## config.mk

```make
export PLATFORM = sky130hd
export DESIGN_NAME = dual_encoder_position_speed_top_flat
export DESIGN_NICKNAME = d
export VERILOG_FILES = /design/src/rtl/dep_pkg.sv /design/src/rtl/dep_if.sv /design/src/rtl/dep_wheel.sv /design/src/rtl/dual_encoder_position_speed_top.sv /design/src/flat_wrapper.sv
export VERILOG_INCLUDE_DIRS = /design/src /design/src/rtl
export SDC_FILE = /design/constraint.sdc
export NUM_CORES = 2
export LEC_CHECK = 0
export ABC_AREA = 1
export BUFFER_PORTS_ARGS = -buffer_cell sky130_fd_sc_hd__buf_2
export CORE_ASPECT_RATIO = 0.9
export CORE_MARGIN = 4
export CORE_UTILIZATION = 50
export DETAILED_ROUTE_END_ITERATION = 10
export PLACE_DENSITY = 0.67
export SKIP_LAST_GASP = 1
export SLEW_MARGIN = 5
export SYNTH_ARGS = -nofsm -noshare
export SYNTH_HDL_FRONTEND = slang
export SYNTH_SLANG_ARGS = --single-unit
export TNS_END_PERCENT = 50
```

## constraint.sdc

```tcl
create_clock -name clk -period 19.7 [get_ports clk]
set_input_delay 3.94 -clock clk [delete_from_list [all_inputs] [get_ports clk]]
set_output_delay 3.94 -clock clk [all_outputs]
set_load 0.01 [all_outputs]
```

## src/rtl/dual_encoder_position_speed_top_macros.svh

```systemverilog
// Assertion macros for the encoder position/speed block.
// Each macro samples on clk and is disabled while rst is high.
`ifndef DUAL_ENCODER_POSITION_SPEED_TOP_MACROS_SVH
`define DUAL_ENCODER_POSITION_SPEED_TOP_MACROS_SVH

`ifndef SYNTHESIS

// same-cycle implication
`define DEP_ASSERT_NOW(label, ante, cons) \
  label: assert property (@(posedge clk) disable iff (rst) (ante) |-> (cons)) \
    else $error("assertion failed");

// next-cycle implication
`define DEP_ASSERT_NEXT(label, ante, cons) \
  label: assert property (@(posedge clk) disable iff (rst) (ante) |=> (cons)) \
    else $error("assertion failed");

`else

`define DEP_ASSERT_NOW(label, ante, cons)
`define DEP_ASSERT_NEXT(label, ante, cons)

`endif

`endif

```

## src/rtl/dep_pkg.sv

```systemverilog
package dep_pkg;

  typedef logic signed [31:0] count_t;
  typedef logic [4:0]         shift_t;

  // control from the tick stage to each wheel datapath
  typedef struct packed {
    logic fire;     // a beat leaves the input register this cycle
    logic capture;  // first beat after reset: only latch the reading
    logic clear;    // zero position before adding delta
  } wheel_ctrl_t;

  localparam int     TICKS_PER_SECOND   = 1000;
  localparam shift_t FILTER_SHIFT_RESET = 5'd3;

endpackage

```

## src/rtl/dep_if.sv

```systemverilog
interface dep_in_if;
  logic            valid;
  logic            ready;
  dep_pkg::count_t left_count;
  dep_pkg::count_t right_count;
  logic            clear_left_position;
  logic            clear_right_position;

  modport source (
    output valid, left_count, right_count, clear_left_position, clear_right_position,
    input  ready
  );
  modport sink (
    input  valid, left_count, right_count, clear_left_position, clear_right_position,
    output ready
  );
endinterface

interface dep_out_if;
  logic            valid;
  logic            ready;
  dep_pkg::count_t left_delta;
  dep_pkg::count_t right_delta;
  dep_pkg::count_t left_position;
  dep_pkg::count_t right_position;
  dep_pkg::count_t left_speed;
  dep_pkg::count_t right_speed;

  modport source (
    output valid, left_delta, right_delta, left_position, right_position,
           left_speed, right_speed,
    input  ready
  );
  modport sink (
    input  valid, left_delta, right_delta, left_position, right_position,
           left_speed, right_speed,
    output ready
  );
endinterface

interface dep_cfg_if;
  logic            valid;
  logic            ready;
  dep_pkg::shift_t filter_shift;

  modport source (output valid, filter_shift, input ready);
  modport sink (input valid, filter_shift, output ready);
endinterface

```

## src/rtl/dep_wheel.sv

```systemverilog
module dep_wheel #(
  parameter int COUNT_WIDTH = 32
) (
  input  logic                 clk,
  input  logic                 rst,
  input  dep_pkg::wheel_ctrl_t ctrl,
  input  dep_pkg::shift_t      shift,
  input  dep_pkg::count_t      reading,
  output dep_pkg::count_t      delta,
  output dep_pkg::count_t      position,
  output dep_pkg::count_t      speed
);

  logic [COUNT_WIDTH-1:0] last_reading;
  dep_pkg::count_t        pos_total;
  dep_pkg::count_t        filt_speed;

  logic [COUNT_WIDTH-1:0] diff;
  dep_pkg::count_t        step_delta;
  dep_pkg::count_t        pos_next;
  logic signed [42:0]     product;
  dep_pkg::count_t        raw_speed;
  logic signed [32:0]     err;
  logic [32:0]            mag;
  logic [32:0]            mag_sh;
  dep_pkg::count_t        filt_next;

  always_comb begin
    diff       = reading[COUNT_WIDTH-1:0] - last_reading;
    step_delta = 32'(signed'(diff));
    pos_next   = (ctrl.clear ? 32'sd0 : pos_total) + step_delta;

    product = 43'(step_delta) * 43'(dep_pkg::TICKS_PER_SECOND);
    if (product > 43'sh0_7FFF_FFFF) begin
      raw_speed = 32'sh7FFF_FFFF;
    end else if (product < -43'sh0_8000_0000) begin
      raw_speed = 32'sh8000_0000;
    end else begin
      raw_speed = product[31:0];
    end

    // symmetric shift: magnitude shifted, sign restored
    err    = 33'(raw_speed) - 33'(filt_speed);
    mag    = err[32] ? 33'(-err) : 33'(err);
    mag_sh = mag >> shift;
    if (err[32]) begin
      filt_next = filt_speed - mag_sh[31:0];
    end else begin
      filt_next = filt_speed + mag_sh[31:0];
    end
  end

  assign delta    = ctrl.capture ? 32'sd0 : step_delta;
  assign position = ctrl.capture ? pos_total : pos_next;
  assign speed    = ctrl.capture ? filt_speed : filt_next;

  always_ff @(posedge clk) begin
    if (rst) begin
      last_reading <= '0;
      pos_total    <= '0;
      filt_speed   <= '0;
    end else if (ctrl.fire) begin
      last_reading <= reading[COUNT_WIDTH-1:0];
      if (!ctrl.capture) begin
        pos_total  <= pos_next;
        filt_speed <= filt_next;
      end
    end
  end

endmodule

```

## src/rtl/dual_encoder_position_speed_top.sv

```systemverilog
// Dual wheel encoder position and speed tracker.
// tick (sink): one beat per control tick with both raw counter readings and
//   one position-clear flag per wheel.
// result (source): one beat per tick beat with per-wheel delta, wrapped
//   position and IIR-filtered speed (delta * 1000, saturated, smoothed by
//   1/2^filter_shift).
// cfg (sink): writes filter_shift; always ready, write only while idle.
// Path: a tick beat passes the input register, then the result register;
//   the wheel update between those two registers is one subtract,
//   constant multiply, saturate and shift.
//   Throughput: one beat per cycle while result is not held (see Stall).
// Reset: wheel state clears, filter_shift returns to 3, and the block is
//   unprimed: the first tick after reset only latches the readings and
//   reports zero delta with unchanged position and speed.
// Stall: while result is held, the result register keeps its beat; the input
//   register still takes one more tick beat, then tick.ready drops.
`include "dual_encoder_position_speed_top_macros.svh"

module dual_encoder_position_speed_top #(
  parameter int COUNT_WIDTH = 32
) (
  input logic clk,
  input logic rst,
  dep_in_if.sink     tick,
  dep_out_if.source  result,
  dep_cfg_if.sink    cfg
);

  // config register
  dep_pkg::shift_t filter_shift;

  assign cfg.ready = 1'b1;

  always_ff @(posedge clk) begin
    if (rst) begin
      filter_shift <= dep_pkg::FILTER_SHIFT_RESET;
    end else if (cfg.valid) begin
      filter_shift <= cfg.filter_shift;
    end
  end

  // input register
  logic            in_valid;
  dep_pkg::count_t in_left_count;
  dep_pkg::count_t in_right_count;
  logic            in_clear_left;
  logic            in_clear_right;

  logic advance;   // result register can load
  logic fire;      // input beat moves into the wheel update
  logic primed;

  assign advance    = !result.valid || result.ready;
  assign fire       = in_valid && advance;
  assign tick.ready = !in_valid || advance;

  always_ff @(posedge clk) begin
    if (rst) begin
      in_valid <= 1'b0;
    end else if (tick.ready) begin
      in_valid <= tick.valid;
    end
  end

  always_ff @(posedge clk) begin
    if (tick.valid && tick.ready) begin
      in_left_count  <= tick.left_count;
      in_right_count <= tick.right_count;
      in_clear_left  <= tick.clear_left_position;
      in_clear_right <= tick.clear_right_position;
    end
  end

  always_ff @(posedge clk) begin
    if (rst) begin
      primed <= 1'b0;
    end else if (fire) begin
      primed <= 1'b1;
    end
  end

  // per-wheel datapaths
  dep_pkg::wheel_ctrl_t left_ctrl;
  dep_pkg::wheel_ctrl_t right_ctrl;
  dep_pkg::count_t      left_delta, right_delta;
  dep_pkg::count_t      left_position, right_position;
  dep_pkg::count_t      left_speed, right_speed;

  always_comb begin
    left_ctrl.fire     = fire;
    left_ctrl.capture  = !primed;
    left_ctrl.clear    = in_clear_left;
    right_ctrl.fire    = fire;
    right_ctrl.capture = !primed;
    right_ctrl.clear   = in_clear_right;
  end

  dep_wheel #(.COUNT_WIDTH(COUNT_WIDTH)) u_left (
    .clk      (clk),
    .rst      (rst),
    .ctrl     (left_ctrl),
    .shift    (filter_shift),
    .reading  (in_left_count),
    .delta    (left_delta),
    .position (left_position),
    .speed    (left_speed)
  );

  dep_wheel #(.COUNT_WIDTH(COUNT_WIDTH)) u_right (
    .clk      (clk),
    .rst      (rst),
    .ctrl     (right_ctrl),
    .shift    (filter_shift),
    .reading  (in_right_count),
    .delta    (right_delta),
    .position (right_position),
    .speed    (right_speed)
  );

  // result register
  logic            out_valid;
  dep_pkg::count_t out_left_delta, out_right_delta;
  dep_pkg::count_t out_left_position, out_right_position;
  dep_pkg::count_t out_left_speed, out_right_speed;

  always_ff @(posedge clk) begin
    if (rst) begin
      out_valid <= 1'b0;
    end else if (advance) begin
      out_valid <= in_valid;
    end
  end

  always_ff @(posedge clk) begin
    if (fire) begin
      out_left_delta     <= left_delta;
      out_right_delta    <= right_delta;
      out_left_position  <= left_position;
      out_right_position <= right_position;
      out_left_speed     <= left_speed;
      out_right_speed    <= right_speed;
    end
  end

  assign result.valid          = out_valid;
  assign result.left_delta     = out_left_delta;
  assign result.right_delta    = out_right_delta;
  assign result.left_position  = out_left_position;
  assign result.right_position = out_right_position;
  assign result.left_speed     = out_left_speed;
  assign result.right_speed    = out_right_speed;

  // checks
  `DEP_ASSERT_NEXT(a_fire_gives_result, fire, result.valid)
  `DEP_ASSERT_NEXT(a_primed_sticky, primed, primed)
  `DEP_ASSERT_NEXT(a_first_beat_zero_delta, fire && !primed,
                   result.left_delta == 32'sd0 && result.right_delta == 32'sd0)
  `DEP_ASSERT_NEXT(a_accept_fills_input, tick.valid && tick.ready, in_valid)
  `DEP_ASSERT_NOW(a_stall_blocks_input, in_valid && result.valid && !result.ready,
                  !fire)

endmodule

```

## src/flat_wrapper.sv

```systemverilog
// flat-port wrapper written by rule: the top's interface ports become plain ports
module dual_encoder_position_speed_top_flat 
#(
  parameter int COUNT_WIDTH = 32
)
  (clk, rst, tick_valid, tick_left_count, tick_right_count, tick_clear_left_position, tick_clear_right_position, tick_ready, result_valid, result_left_delta, result_right_delta, result_left_position, result_right_position, result_left_speed, result_right_speed, result_ready, cfg_valid, cfg_filter_shift, cfg_ready);
  dep_in_if tick_i ();
  dep_out_if result_i ();
  dep_cfg_if cfg_i ();
  input logic clk;
  input logic rst;
  input wire logic [$bits(tick_i.valid)-1:0] tick_valid;
  input wire logic [$bits(tick_i.left_count)-1:0] tick_left_count;
  input wire logic [$bits(tick_i.right_count)-1:0] tick_right_count;
  input wire logic [$bits(tick_i.clear_left_position)-1:0] tick_clear_left_position;
  input wire logic [$bits(tick_i.clear_right_position)-1:0] tick_clear_right_position;
  output wire logic [$bits(tick_i.ready)-1:0] tick_ready;
  output wire logic [$bits(result_i.valid)-1:0] result_valid;
  output wire logic [$bits(result_i.left_delta)-1:0] result_left_delta;
  output wire logic [$bits(result_i.right_delta)-1:0] result_right_delta;
  output wire logic [$bits(result_i.left_position)-1:0] result_left_position;
  output wire logic [$bits(result_i.right_position)-1:0] result_right_position;
  output wire logic [$bits(result_i.left_speed)-1:0] result_left_speed;
  output wire logic [$bits(result_i.right_speed)-1:0] result_right_speed;
  input wire logic [$bits(result_i.ready)-1:0] result_ready;
  input wire logic [$bits(cfg_i.valid)-1:0] cfg_valid;
  input wire logic [$bits(cfg_i.filter_shift)-1:0] cfg_filter_shift;
  output wire logic [$bits(cfg_i.ready)-1:0] cfg_ready;
  assign tick_i.valid = tick_valid;
  assign tick_i.left_count = tick_left_count;
  assign tick_i.right_count = tick_right_count;
  assign tick_i.clear_left_position = tick_clear_left_position;
  assign tick_i.clear_right_position = tick_clear_right_position;
  assign tick_ready = tick_i.ready;
  assign result_valid = result_i.valid;
  assign result_left_delta = result_i.left_delta;
  assign result_right_delta = result_i.right_delta;
  assign result_left_position = result_i.left_position;
  assign result_right_position = result_i.right_position;
  assign result_left_speed = result_i.left_speed;
  assign result_right_speed = result_i.right_speed;
  assign result_i.ready = result_ready;
  assign cfg_i.valid = cfg_valid;
  assign cfg_i.filter_shift = cfg_filter_shift;
  assign cfg_ready = cfg_i.ready;
  dual_encoder_position_speed_top #(.COUNT_WIDTH(COUNT_WIDTH)) u_core (.clk(clk), .rst(rst), .tick(tick_i), .result(result_i), .cfg(cfg_i));
endmodule
```

==> out/qor.csv <==
metric;value;unit
fin_setup_tns;0;ps
grt_overflow;0;
antenna_found_initial;10;
yosys-top-cells-count;1711 x nand2_1, 1431 x inv_1, 660 x nand3_1;
skew;47.90;ps
synth_area;51120;um2
tightest_slew;1348;ps
routedWlPerCell;18.12;um
num_vias;48650;
outcome;complete, no violations;
synth_warnings;0;
crit_path_start_kind;flip-flop;
instances_no_fill;9059;
grt_pass1_vias;45410;
final_antenna_net_count;0;
critPathCapture;u_core.result.right_speed[31]$_DFFE_PP_;
final_hold_viol_count;0;
yosysMostFrequentCell;nand2_1;
slew_headroom;9.171;%
die_y;311.4;um
layout.nets;8407;
hpwlAfterDp;131700;um
syn_to_final_growth;9.036;%
die_x;345.1;um
max_stage_delay;580;ps
syn_nets;8221;
yosysTopAreaCell;edfxtp_1;
synth_ff_type;edfxtp_1;
fmax;0.05504;GHz
grt_setup_unrepaired;false;
synth_xor_xnor_area_share;4.780;%
totalWireLength;164100;um
crit_fanout;7;
wl_met2;71530;um
clock_latency;710;ps
ys_ff_latch;458;
drc_errors;0;
synth_edf_count;258;
dieArea;107400;um2
synth_compound_area_share;12.52;%
fill_cells;9907;
async_reset_ff_share;0;%
yosys-top-cells-area;edfxtp_1 15%, nand2_1 13%, ha_1 11%;
cts_tree;done;
synth_fa_ha_area_share;19.69;%
clkSlewWorstSetupHoldPaths;60;ps
seq_area_frac_synth;22.99;%
worstReg2RegEnd;u_core.result.right_speed[31]$_DFFE_PP_;
worstSetupPathType;flip-flop to flip-flop;
critPathLaunch;u_core.in_right_count[0]$_DFFE_PP_;
htree_num_levels;2;
reg2reg_slack;1530;ps
fp.coreArea;100700;um2
io_pins;271;
synth.top_cell.area_share;15.15;%
max-cap-violations;0;
wl_met3;10950;um
setup_violations;0;
cp.arrival;18570;ps
placed_area;53760;um2
start_util;50.75;%
r2r_start;u_core.in_right_count[0]$_DFFE_PP_;
worstPathRequired;20110;ps
period_share;92.22;%
grt_start_max_net_pins;211;
routed.top_layer;met5;
cts_sinks;458;
end_kind;flip-flop;
place.gp.congestion;1.005;
dp_cells;8946;
synth_top_family_by_area;simple AND/OR/NAND/NOR gates;
yosys.area_share.simple;27.54;%
cts_buffers;53;
cts_root_buffer;clkbuf_16;
design_area;55740;um2
track_usage;29.64;%
drive_above_1_share;8.678;%
cts_hold_buf;0;
yosysUniqueCellTypes;66;
drtIter0Drc;4409;
drv_slew;0;
slowest_stage;fa_1;
dr.pass1.iters;6;
grt_first_pass_wirelength;256000;um
r2r_cells;116;
avgSynthCellArea;6.837;um2
drt-met1-wl;76910;um
clk_path_buf_depth;3;
hold_class;flip-flop to flip-flop;
via_per_inst;5.370;
netlist_instances;7478;
period_needed;18170;ps
crit_top_cell;nand2_1;
synth.area.mux_share;0.01958;%
placement.io_buffers;269;
num_rows;110;
[what timing repair did]
| item | CTS | global route |
|---|---|---|
| setup endpoints to repair | 0 | 9 |
| resized for setup | 0 | 40 |
| buffers inserted | 0 | 5 |
[worst max-delay path, delay by kind of cell, from the launching register on]
kind	cells	cell delay [ps]
flip-flops	1	360
AND/OR/NAND/NOR	69	7940
XOR/XNOR	3	600
adder cells (fa/ha/maj)	10	4070
buffers and inverters	13	1310
AO/OA/AOI/OAI	21	3580
[layout make-up]
cell class / count / area, um2 / area share [%]
inverters: 1468 / 5545 / 9.948
well taps: 1344 / 1682 / 3.017
repair buffers: 329 / 1812 / 3.250
clock inverters: 32 / 360.3 / 0.6464
clock buffers: 68 / 1414 / 2.536
repair inverters: 2 / 15.01 / 0.02693
flip-flops and latches: 458 / 11760 / 21.09
multi-input cells: 5352 / 33140 / 59.45
diodes: 6 / 15.01 / 0.02693
[worst min-delay path by stage]
stage,to,from,slack (ps),cells after the start
2_1_floorplan,u_core.u_left.last_reading[10]$_SDFFE_PP0P_,u_core.u_left.last_reading[10]$_SDFFE_PP0P_,440,2
3_3_place_gp,u_core.u_right.last_reading[11]$_SDFFE_PP0P_,u_core.u_right.last_reading[11]$_SDFFE_PP0P_,440,2
3_5_place_dp,u_core.u_left.last_reading[14]$_SDFFE_PP0P_,u_core.u_left.last_reading[14]$_SDFFE_PP0P_,450,2
4_1_cts,u_core.u_right.last_reading[28]$_SDFFE_PP0P_,u_core.u_right.last_reading[28]$_SDFFE_PP0P_,460,2
5_1_grt,u_core.u_right.last_reading[27]$_SDFFE_PP0P_,u_core.u_right.last_reading[27]$_SDFFE_PP0P_,480,2
6_report,u_core.u_right.last_reading[13]$_SDFFE_PP0P_,u_core.u_right.last_reading[13]$_SDFFE_PP0P_,460,2
[stage by stage]
step	hold WS, ps	utilization, %	setup WS, ps
detailed placement	453.6	53.36	1426
finish	458.3	55.33	1533
global route	480.0	55.32	17.03
global placement	445.0	53.36	1695
CTS	462.0	55.12	1326
floorplan	435.3	-	4491
[per-layer routing]
| layer | vias up | track usage [%] |
|---|---|---|
| li1 | 24300 | - |
| met1 | 22580 | 43.02 |
| met2 | 1549 | 46.61 |
| met3 | 222 | 3.624 |
| met4 | 2 | 8.179 |
| met5 | - | 0 |
[cells by family after synthesis]
family                     count (synthesis)
xor gates and xnor gates                 279
AOI/OAI and AO/OA                       1195
buffers and inverters                   1668
other                                      1
and+or+nand+nor                         3209
adders and majority gates                667
muxes                                      1
DFF                                      458
[cell usage in the layout (no fill, tap or decap), types with 11 or more instances in the layout]
| cell | instances |
|---|---|
| fa_1 | 229 |
| nand3_1 | 659 |
| inv_2 | 33 |
| nor3_1 | 45 |
| edfxtp_1 | 258 |
| clkinv_2 | 11 |
| o31ai_1 | 14 |
| inv_1 | 1426 |
| clkbuf_16 | 54 |
| xnor2_1 | 131 |
| buf_4 | 60 |
| a31oi_1 | 33 |
| nor2_1 | 501 |
| nand3_2 | 30 |
| or2_2 | 13 |
| o21ai_1 | 39 |
| xor2_1 | 144 |
| nand3b_1 | 30 |
| a21oi_1 | 517 |
| nand2_2 | 65 |
| buf_2 | 268 |
| nand2_4 | 11 |
| ha_1 | 438 |
| dfxtp_1 | 196 |
| o21a_1 | 16 |
| a21o_1 | 11 |
| o21ai_2 | 12 |
| nor2_2 | 32 |
| nand2_1 | 1709 |
| o21ai_0 | 479 |
| clkbuf_1 | 13 |
| nand4_1 | 48 |
| o21bai_1 | 25 |
Power is left out: the tool's default activity adds up to more than one toggle a clock period on the data nets, which glitch-free logic cannot reach.
